[src/hdl/crcd_pkg.sv]
// Shared constants, types and helpers for the clock replacement cache directory.
package crcd_pkg;

    localparam int ENTRIES     = 64;
    localparam int MAX_RESULTS = 64;
    localparam int IDX_W       = (ENTRIES > 1) ? $clog2(ENTRIES) : 1;
    localparam int CNT_W       = (MAX_RESULTS > 1) ? $clog2(MAX_RESULTS) : 1;
    localparam int SECTOR_W    = 32;
    localparam int KIND_W      = 2;
    localparam int OUT_IDX_W   = 6;

    localparam logic [KIND_W-1:0] KIND_READ  = 2'd0;
    localparam logic [KIND_W-1:0] KIND_WRITE = 2'd1;
    localparam logic [KIND_W-1:0] KIND_FLUSH = 2'd2;

    localparam logic [IDX_W-1:0] IDX_LAST = IDX_W'(ENTRIES - 1);
    localparam logic [CNT_W-1:0] CNT_LAST = CNT_W'(MAX_RESULTS - 1);

    typedef enum logic [2:0] {
        ST_IDLE,
        ST_SEARCH,
        ST_HIT,
        ST_SWEEP,
        ST_INSTALL,
        ST_FSCAN,
        ST_FEMIT
    } crcd_state_t;

    typedef struct packed {
        logic capture;      // latch kind and sector of an accepted transfer
        logic scan_start;   // clear scan index, pipeline flag and flush count
        logic rd_en;        // read tag memory into the read register
        logic rd_hand;      // read address is the clock hand, else scan index
        logic search_step;  // advance the search pipeline
        logic hit_load;     // update flags of hit entry and load result
        logic sweep_pass;   // clear accessed mark at hand and move on
        logic install;      // write new tag and flags at hand, load result
        logic flush_load;   // clear dirty mark at scan index, load result
        logic idx_step;     // move scan index past a clean entry
    } crcd_cmd_t;

    typedef struct packed {
        logic hit_found;
        logic search_end;
        logic sweep_take;
        logic flush_found;
        logic idx_last;
        logic flush_final;
        logic out_free;
    } crcd_stat_t;

    function automatic logic [IDX_W-1:0] next_pos(input logic [IDX_W-1:0] p);
        return (p == IDX_LAST) ? '0 : p + IDX_W'(1);
    endfunction

    function automatic logic [OUT_IDX_W-1:0] out_index(input logic [IDX_W-1:0] p);
        logic [IDX_W+OUT_IDX_W-1:0] ext;
        ext = {{OUT_IDX_W{1'b0}}, p};
        return ext[OUT_IDX_W-1:0];
    endfunction

endpackage

[src/hdl/crcd_ctrl.sv]
// Sequencer for search, clock sweep, install and flush of the cache directory.
module crcd_ctrl (
    input  logic                         aclk,
    input  logic                         aresetn,
    input  logic                         s_valid,
    input  logic [crcd_pkg::KIND_W-1:0]  s_kind,
    output logic                         s_ready,
    input  crcd_pkg::crcd_stat_t         stat,
    output crcd_pkg::crcd_cmd_t          cmd
);

    crcd_pkg::crcd_state_t state_reg, state_next;

    always_ff @(posedge aclk) begin
        if (!aresetn) begin
            state_reg <= crcd_pkg::ST_IDLE;
        end else begin
            state_reg <= state_next;
        end
    end

    always_comb begin
        state_next = state_reg;
        cmd        = '0;
        s_ready    = 1'b0;
        case (state_reg)
            crcd_pkg::ST_IDLE: begin
                s_ready = 1'b1;
                if (s_valid) begin
                    cmd.capture    = 1'b1;
                    cmd.scan_start = 1'b1;
                    if (s_kind inside {crcd_pkg::KIND_READ, crcd_pkg::KIND_WRITE}) begin
                        state_next = crcd_pkg::ST_SEARCH;
                    end else if (s_kind == crcd_pkg::KIND_FLUSH) begin
                        state_next = crcd_pkg::ST_FSCAN;
                    end
                end
            end
            crcd_pkg::ST_SEARCH: begin
                if (stat.hit_found) begin
                    state_next = crcd_pkg::ST_HIT;
                end else if (stat.search_end) begin
                    state_next = crcd_pkg::ST_SWEEP;
                end else begin
                    cmd.rd_en       = 1'b1;
                    cmd.search_step = 1'b1;
                end
            end
            crcd_pkg::ST_HIT: begin
                if (stat.out_free) begin
                    cmd.hit_load = 1'b1;
                    state_next   = crcd_pkg::ST_IDLE;
                end
            end
            crcd_pkg::ST_SWEEP: begin
                if (stat.sweep_take) begin
                    // fetch the victim tag at the hand
                    cmd.rd_en   = 1'b1;
                    cmd.rd_hand = 1'b1;
                    state_next  = crcd_pkg::ST_INSTALL;
                end else begin
                    cmd.sweep_pass = 1'b1;
                end
            end
            crcd_pkg::ST_INSTALL: begin
                if (stat.out_free) begin
                    cmd.install = 1'b1;
                    state_next  = crcd_pkg::ST_IDLE;
                end
            end
            crcd_pkg::ST_FSCAN: begin
                if (stat.flush_found) begin
                    cmd.rd_en  = 1'b1;
                    state_next = crcd_pkg::ST_FEMIT;
                end else if (stat.idx_last) begin
                    state_next = crcd_pkg::ST_IDLE;
                end else begin
                    cmd.idx_step = 1'b1;
                end
            end
            crcd_pkg::ST_FEMIT: begin
                if (stat.out_free) begin
                    cmd.flush_load = 1'b1;
                    state_next = stat.flush_final ? crcd_pkg::ST_IDLE : crcd_pkg::ST_FSCAN;
                end
            end
            default: begin
                state_next = crcd_pkg::ST_IDLE;
            end
        endcase
    end

endmodule

[src/hdl/crcd_dp.sv]
// Tag memory, entry flags, clock hand, scan counters and result register.
module crcd_dp (
    input  logic                            aclk,
    input  logic                            aresetn,
    input  logic [crcd_pkg::KIND_W-1:0]     s_kind,
    input  logic [crcd_pkg::SECTOR_W-1:0]   s_sector,
    input  crcd_pkg::crcd_cmd_t             cmd,
    output crcd_pkg::crcd_stat_t            stat,
    output logic                            m_valid,
    input  logic                            m_ready,
    output logic [crcd_pkg::OUT_IDX_W-1:0]  m_entry_index,
    output logic                            m_hit,
    output logic                            m_fill_needed,
    output logic                            m_write_back,
    output logic [crcd_pkg::SECTOR_W-1:0]   m_victim_sector,
    output logic                            m_last
);

    logic [crcd_pkg::SECTOR_W-1:0] tag_mem [crcd_pkg::ENTRIES];

    logic [crcd_pkg::ENTRIES-1:0]  valid_reg, valid_next;
    logic [crcd_pkg::ENTRIES-1:0]  dirty_reg, dirty_next;
    logic [crcd_pkg::ENTRIES-1:0]  ref_reg, ref_next;
    logic [crcd_pkg::IDX_W-1:0]    hand_reg, hand_next;
    logic [crcd_pkg::IDX_W-1:0]    idx_reg, idx_next;
    logic [crcd_pkg::IDX_W-1:0]    rd_idx_reg, rd_idx_next;
    logic                          rd_ok_reg, rd_ok_next;
    logic [crcd_pkg::CNT_W-1:0]    cnt_reg, cnt_next;
    logic [crcd_pkg::KIND_W-1:0]   kind_reg;
    logic [crcd_pkg::SECTOR_W-1:0] sector_reg;
    logic [crcd_pkg::SECTOR_W-1:0] rdata_reg;
    logic [crcd_pkg::IDX_W-1:0]    rd_addr;

    logic                          m_valid_reg, m_valid_next;
    logic [crcd_pkg::OUT_IDX_W-1:0] entry_reg, entry_next;
    logic                          hit_reg, hit_next;
    logic                          fill_reg, fill_next;
    logic                          wb_reg, wb_next;
    logic [crcd_pkg::SECTOR_W-1:0] victim_reg, victim_next;
    logic                          last_reg, last_next;

    logic [crcd_pkg::ENTRIES-1:0]  pend_above;
    logic                          victim_dirty;

    assign rd_addr = cmd.rd_hand ? hand_reg : idx_reg;

    always_ff @(posedge aclk) begin
        if (cmd.install) begin
            tag_mem[hand_reg] <= sector_reg;
        end
        if (cmd.rd_en) begin
            rdata_reg <= tag_mem[rd_addr];
        end
    end

    // dirty entries above the scan index, for the final-result flag
    always_comb begin
        for (int j = 0; j < crcd_pkg::ENTRIES; j++) begin
            pend_above[j] = valid_reg[j] && dirty_reg[j]
                            && (crcd_pkg::IDX_W'(j) > idx_reg);
        end
    end

    assign victim_dirty = valid_reg[hand_reg] && dirty_reg[hand_reg];

    always_comb begin
        stat.hit_found   = rd_ok_reg && valid_reg[rd_idx_reg] && (rdata_reg == sector_reg);
        stat.search_end  = rd_ok_reg && (rd_idx_reg == crcd_pkg::IDX_LAST);
        stat.sweep_take  = !valid_reg[hand_reg] || !ref_reg[hand_reg];
        stat.flush_found = valid_reg[idx_reg] && dirty_reg[idx_reg];
        stat.idx_last    = (idx_reg == crcd_pkg::IDX_LAST);
        stat.flush_final = !(|pend_above) || (cnt_reg == crcd_pkg::CNT_LAST);
        stat.out_free    = !m_valid_reg || m_ready;
    end

    always_comb begin
        valid_next   = valid_reg;
        dirty_next   = dirty_reg;
        ref_next     = ref_reg;
        hand_next    = hand_reg;
        idx_next     = idx_reg;
        rd_idx_next  = rd_idx_reg;
        rd_ok_next   = rd_ok_reg;
        cnt_next     = cnt_reg;
        m_valid_next = m_valid_reg && !m_ready;
        entry_next   = entry_reg;
        hit_next     = hit_reg;
        fill_next    = fill_reg;
        wb_next      = wb_reg;
        victim_next  = victim_reg;
        last_next    = last_reg;

        if (cmd.scan_start) begin
            idx_next   = '0;
            rd_ok_next = 1'b0;
            cnt_next   = '0;
        end
        if (cmd.search_step) begin
            rd_idx_next = idx_reg;
            rd_ok_next  = 1'b1;
            idx_next    = crcd_pkg::next_pos(idx_reg);
        end
        if (cmd.idx_step) begin
            idx_next = crcd_pkg::next_pos(idx_reg);
        end
        if (cmd.hit_load) begin
            ref_next[rd_idx_reg] = 1'b1;
            if (kind_reg == crcd_pkg::KIND_WRITE) begin
                dirty_next[rd_idx_reg] = 1'b1;
            end
            m_valid_next = 1'b1;
            entry_next   = crcd_pkg::out_index(rd_idx_reg);
            hit_next     = 1'b1;
            fill_next    = 1'b0;
            wb_next      = 1'b0;
            victim_next  = '0;
            last_next    = 1'b1;
        end
        if (cmd.sweep_pass) begin
            ref_next[hand_reg] = 1'b0;
            hand_next          = crcd_pkg::next_pos(hand_reg);
        end
        if (cmd.install) begin
            valid_next[hand_reg] = 1'b1;
            ref_next[hand_reg]   = 1'b1;
            dirty_next[hand_reg] = (kind_reg == crcd_pkg::KIND_WRITE);
            hand_next            = crcd_pkg::next_pos(hand_reg);
            m_valid_next         = 1'b1;
            entry_next           = crcd_pkg::out_index(hand_reg);
            hit_next             = 1'b0;
            fill_next            = (kind_reg == crcd_pkg::KIND_READ);
            wb_next              = victim_dirty;
            victim_next          = victim_dirty ? rdata_reg : '0;
            last_next            = 1'b1;
        end
        if (cmd.flush_load) begin
            dirty_next[idx_reg] = 1'b0;
            idx_next            = crcd_pkg::next_pos(idx_reg);
            cnt_next            = cnt_reg + crcd_pkg::CNT_W'(1);
            m_valid_next        = 1'b1;
            entry_next          = crcd_pkg::out_index(idx_reg);
            hit_next            = 1'b0;
            fill_next           = 1'b0;
            wb_next             = 1'b1;
            victim_next         = rdata_reg;
            last_next           = stat.flush_final;
        end
    end

    always_ff @(posedge aclk) begin
        if (!aresetn) begin
            valid_reg   <= '0;
            dirty_reg   <= '0;
            ref_reg     <= '0;
            hand_reg    <= '0;
            rd_ok_reg   <= 1'b0;
            m_valid_reg <= 1'b0;
        end else begin
            valid_reg   <= valid_next;
            dirty_reg   <= dirty_next;
            ref_reg     <= ref_next;
            hand_reg    <= hand_next;
            rd_ok_reg   <= rd_ok_next;
            m_valid_reg <= m_valid_next;
        end
    end

    always_ff @(posedge aclk) begin
        idx_reg    <= idx_next;
        rd_idx_reg <= rd_idx_next;
        cnt_reg    <= cnt_next;
        entry_reg  <= entry_next;
        hit_reg    <= hit_next;
        fill_reg   <= fill_next;
        wb_reg     <= wb_next;
        victim_reg <= victim_next;
        last_reg   <= last_next;
        if (cmd.capture) begin
            kind_reg   <= s_kind;
            sector_reg <= s_sector;
        end
    end

    assign m_valid         = m_valid_reg;
    assign m_entry_index   = entry_reg;
    assign m_hit           = hit_reg;
    assign m_fill_needed   = fill_reg;
    assign m_write_back    = wb_reg;
    assign m_victim_sector = victim_reg;
    assign m_last          = last_reg;

    a_hit_clean: assert property (@(posedge aclk) disable iff (!aresetn)
        m_valid_reg && hit_reg |-> !fill_reg && !wb_reg && last_reg)
        else $error("hit result carries fill or write-back");

    a_victim_zero: assert property (@(posedge aclk) disable iff (!aresetn)
        m_valid_reg && !wb_reg |-> victim_reg == '0)
        else $error("victim sector set without write-back");

    a_install_valid: assert property (@(posedge aclk) disable iff (!aresetn)
        cmd.install |=> valid_reg[$past(hand_reg)] && ref_reg[$past(hand_reg)])
        else $error("installed entry not valid and accessed");

    a_hand_range: assert property (@(posedge aclk) disable iff (!aresetn)
        hand_reg <= crcd_pkg::IDX_LAST)
        else $error("clock hand out of range");

    a_load_free: assert property (@(posedge aclk) disable iff (!aresetn)
        (cmd.hit_load || cmd.install || cmd.flush_load) |-> (!m_valid_reg || m_ready))
        else $error("result register overwritten while held");

endmodule

[src/hdl/clock_replacement_cache_directory.sv]
// Top level of the clock replacement cache directory.
//
//  channel   | ports                                          | direction
//  ----------+------------------------------------------------+----------
//  request   | s_valid s_ready s_kind s_sector                | in
//  result    | m_valid m_ready m_entry_index m_hit            | out
//            | m_fill_needed m_write_back m_victim_sector m_last |
//
// A request is taken only while the sequencer is idle; the held result does not block it.
// Read/write: tag search over one memory read per entry.
// A miss runs the full search and up to ENTRIES sweep passes, then fetches the victim
// tag and installs the new one.
// Flush: scans the entries in index order and reports each dirty entry.
// Synchronous active-low reset clears all entry flags, the hand and the result valid.
// A stalled result channel holds the sequencer until the result register frees up.
module clock_replacement_cache_directory (
    input  logic                            aclk,
    input  logic                            aresetn,
    input  logic                            s_valid,
    output logic                            s_ready,
    input  logic [crcd_pkg::KIND_W-1:0]     s_kind,
    input  logic [crcd_pkg::SECTOR_W-1:0]   s_sector,
    output logic                            m_valid,
    input  logic                            m_ready,
    output logic [crcd_pkg::OUT_IDX_W-1:0]  m_entry_index,
    output logic                            m_hit,
    output logic                            m_fill_needed,
    output logic                            m_write_back,
    output logic [crcd_pkg::SECTOR_W-1:0]   m_victim_sector,
    output logic                            m_last
);

    crcd_pkg::crcd_cmd_t  cmd;
    crcd_pkg::crcd_stat_t stat;

    crcd_ctrl u_ctrl (
        .aclk    (aclk),
        .aresetn (aresetn),
        .s_valid (s_valid),
        .s_kind  (s_kind),
        .s_ready (s_ready),
        .stat    (stat),
        .cmd     (cmd)
    );

    crcd_dp u_dp (
        .aclk            (aclk),
        .aresetn         (aresetn),
        .s_kind          (s_kind),
        .s_sector        (s_sector),
        .cmd             (cmd),
        .stat            (stat),
        .m_valid         (m_valid),
        .m_ready         (m_ready),
        .m_entry_index   (m_entry_index),
        .m_hit           (m_hit),
        .m_fill_needed   (m_fill_needed),
        .m_write_back    (m_write_back),
        .m_victim_sector (m_victim_sector),
        .m_last          (m_last)
    );

endmodule
[config.mk]
export PLATFORM = sky130hd
export DESIGN_NAME = clock_replacement_cache_directory
export DESIGN_NICKNAME = d
export VERILOG_FILES = /design/src/hdl/crcd_pkg.sv /design/src/hdl/crcd_ctrl.sv /design/src/hdl/crcd_dp.sv /design/src/hdl/clock_replacement_cache_directory.sv
export SDC_FILE = /design/constraint.sdc
export NUM_CORES = 2
export LEC_CHECK = 0
export BUFFER_PORTS_ARGS = -buffer_cell sky130_fd_sc_hd__buf_4
export CAP_MARGIN = 40
export CORE_MARGIN = 1
export CORE_UTILIZATION = 40
export CTS_BUF_LIST = sky130_fd_sc_hd__clkbuf_4
export CTS_CLUSTER_DIAMETER = 120
export DETAILED_ROUTE_END_ITERATION = 8
export PLACE_DENSITY_LB_ADDON = 0.25
export SYNTH_ARGS = -nofsm -noshare
export SYNTH_HDL_FRONTEND = slang
export SYNTH_SLANG_ARGS = --single-unit
[constraint.sdc]
create_clock -name aclk -period 4 [get_ports aclk]
set_input_delay 0.8 -clock aclk [delete_from_list [all_inputs] [get_ports aclk]]
set_output_delay 0.8 -clock aclk [all_outputs]
set_load 0.1 [all_outputs]
==> flow_summary.yaml <==
detailed_routing:
  drt_iter0_markers: 10300
  drt-wirelength-per-cell_microns: 33.6
  drc: 0
  detail_route.first_pass.iterations: 8
  totalWireLength_microns: 397000
  vias: 71600
  ant_nets: 0
  vias_per_cell: 6.05
global_routing:
  grt_pass1_wl_microns: 541000
  grt_max_degree: 71
  grt_pass1_vias: 69300
  antenna_found_initial: 33
  overflow: 0
  grtUsageTotal: 0.320
clock_network:
  cts.sinks: 2377
  clkSlewWorstSetupHoldPaths_ps: 70
  cts_buffer_depth: 4
  root_buffer: "clkbuf_4"
  cts_tree: "built"
  clk_latency_ps: 1450
  numCtsBuffers: 635
  h-tree-depth: 6
synthesis:
  async_reset_ff_frac: 0
  synthCells: 6620
  yosysMostFrequentCell: "edfxtp_1"
  avgSynthCellArea_sq_um: 14.6
  synth.distinct_cells: 85
  syn_nets: 6664
  synth_area_sq_um: 96700
  netlist_top_cells_count: "2171 x edfxtp_1, 983 x nand2_1, 527 x a21oi_1"
  seq_area_frac_synth: 0.717
  synth_area_leaders: "edfxtp_1 67%, mux4_2 5.2%, dfxtp_1 4.3%"
  synth_top_area_cell: "edfxtp_1"
  synth_top_cell_area_share: 0.674
  ys_ff_latch: 2377
  yosys_warnings: 0
  synthFlopType: "edfxtp_1"
  synth_edf_count: 2171
worst_hold_path:
  min-delay-start: "s_sector[10]"
  hold_class: "primary input to flip-flop"
  holdPathStages: 2
  hold_end: "u_dp.sector_reg[10]$_DFFE_PP_"
floorplan:
  rows: 180
  ios: 82
  die_area_sq_um: 244000
  die_width_microns: 494
  start_util: 0.402
  core_sq_um: 240000
  die_y_microns: 494
timing:
  fin_crit_ps: 4600
  setup_slack_ps: -603
  fin_worst_skew_ps: 134
  hold_violations: 0
  rsz0062_at_grt: "true"
  drv_slew: 0
  max_freq_mhz: 217
  setup_viol: 34
  fin_crit_sh: 1.15
  worst_pin_slew_ps: 946
  slew-limit-headroom: 0.368
critical_path:
  path_delay_family: "compound AO/OA/AOI/OAI gates"
  crit_arrival_ps: 5760
  worst-path-buf-inv: 5
  timing.rr.end: "u_dp.rdata_reg[1]$_DFFE_PP_"
  crit_path_top_delay_cell: "mux4_2"
  path_max_fanout: 7
  r2r_slack_ps: -600
  path_class: "flip-flop to flip-flop"
  end_kind: "flip-flop"
  crit_chain: "buf_6 > mux2i_4 > o22ai_1 > a22oi_2 > o2111ai_2 > nor4_4 > buf_6 > o21ai_4 > a21boi_4 > buf_6 > buf_8 > buf_12 > mux4_2 > a2111oi_4 > nor3_4 > o32a_1"
  slowest_delay_ps: 530
  crit_required_ps: 5160
  worstReg2RegStart: "u_dp.hand_reg[2]$_SDFFE_PN0P_"
  rr_worst_depth: 16
  cp_common_cell: "buf_6"
  cp-start-kind: "flip-flop"
finish:
  fin_nets: 8218
  area_delta_synth_final_pct: 29.1
  multi_input_area_sq_um: 28500
  drive_gt1_frac: 0.341
  fin_cells: 11800
  largest-register: "u_dp.tag_mem"
  register_area_sq_um: 69300
  fill_cells: 20100
  largest_reg_flops: 2048
  finalCoreUtilization: 0.519
power:
  p_comb_frac: 0.423
  power.switching_mw: 33.9
  switching_share: 0.376
  power_mw: 90.1
  p_seq_frac: 0.338
  max-vdd-ir-drop_mv: 0.643
  clkPwrFrac: 0.239
  power_density_nw_per_um2: 722
  intPower_mw: 56.2
  p_leak_nw: 43.4
placed_design:
  place_congestion: 1.00
  portBuffers: 81
  placedCellCount: 10500
  post-dp-hpwl_microns: 255000
flow_run:
  maxCapViolCount: 0
status:
  status: "complete, but fails checks"
  violations: "setup timing"
==> logic make-up after synthesis <==
group,count (synthesis),synth area share
muxes,548,0.0863
xor gates and xnor gates,42,0.00380
and+or+nand+nor,1763,0.0769
adders and majority gates,7,0.000880
DFF,2377,0.717
buffers and inverters,481,0.0242
AOI/OAI and AO/OA,1402,0.0910
==> power by group through the flow <==
stage                     Sequential (mW)  Combinational, mW  Clock [mW]
final                                30.4               38.1        21.6
after global routing                 30.4               39.3        23.1
after CTS                            30.3               36.2        21.8
after detailed placement             30.8               30.9           0
after global placement               30.8               30.6           0
after floorplan                      31.7               14.0           0
==> timing repair <==
action                     4_1_cts  5_1_grt
pin swaps                      108       96
hold endpoints to repair        73        0
buffers inserted               130       38
hold buffers                    44        0
setup endpoints to repair       62       91
resized for setup              488      167
gates cloned                    30        4
==> layout make-up <==
cell class	instances	share of cell area
Multi-Input combinational cell	3762	0.228
Sequential cell	2377	0.556
Clock inverter	182	0.00899
Timing Repair Buffer	1336	0.119
Inverter	62	0.00187
Clock buffer	900	0.0541
Tap cell	3185	0.0319
Antenna cell	25	0.000501
==> worst max-delay path by stage <==
stage          slack, ps                     startpoint  depth (start not counted)                      endpoint
6_report            -600  u_dp.hand_reg[2]$_SDFFE_PN0P_                         16   u_dp.rdata_reg[1]$_DFFE_PP_
4_1_cts             -590  u_dp.hand_reg[0]$_SDFFE_PN0P_                         19  u_dp.rdata_reg[23]$_DFFE_PP_
3_3_place_gp       -1140  u_dp.hand_reg[2]$_SDFFE_PN0P_                         20   u_dp.rdata_reg[6]$_DFFE_PP_
3_5_place_dp       -1170  u_dp.hand_reg[2]$_SDFFE_PN0P_                         20   u_dp.rdata_reg[6]$_DFFE_PP_
5_1_grt             -690  u_dp.hand_reg[0]$_SDFFE_PN0P_                         19  u_dp.rdata_reg[25]$_DFFE_PP_
2_1_floorplan        -20  u_dp.hand_reg[0]$_SDFFE_PN0P_                         16  u_dp.rdata_reg[19]$_DFFE_PP_
==> stage by stage <==
stage / setup TNS [ps] / setup slack [ps] / hold WS, ps / instance area [sq um]
2_1_floorplan: -43.5 / -21.2 / 424 / 97000
3_3_place_gp: -36530 / -1140 / 467 / 111000
3_5_place_dp: -25420 / -1170 / 471 / 111000
4_1_cts: -14440 / -585 / 7.20 / 123000
5_1_grt: -19480 / -694 / 27.4 / 125000
6_report: -16460 / -603 / 122 / 125000
==> per-layer routing <==
layer	GRT usage	up-vias	wire, microns
li1	-	29200	-
met1	0.430	36300	150000
met2	0.480	5059	176000
met3	0.0798	976	47900
met4	0.166	10	22100
met5	0	-	76
==> cell usage in the layout, fill, tap and decap left out, types with 87 or more instances in the layout <==
cell / count
edfxtp_1: 2171
nand3_1: 87
mux4_2: 225
buf_4: 907
o22ai_1: 105
clkinv_1: 135
clkbuf_4: 900
o21ai_0: 254
nand2_1: 974
mux2i_1: 265
nor2_1: 342
dfxtp_1: 203
buf_12: 255
a21oi_1: 496
==> worst register-to-register path: stages (launching register included) <==
cell and delay, ps:
dfxtp_4 420, buf_6 160, mux2i_4 310, o22ai_1 140, a22oi_2 230, o2111ai_2 190
nor4_4 310, buf_6 180, o21ai_4 90, a21boi_4 220, buf_6 250, buf_8 180
buf_12 150, mux4_2 540, a2111oi_4 460, nor3_4 160, o32a_1 370
Note: power is estimated with default switching activity, not from simulation.
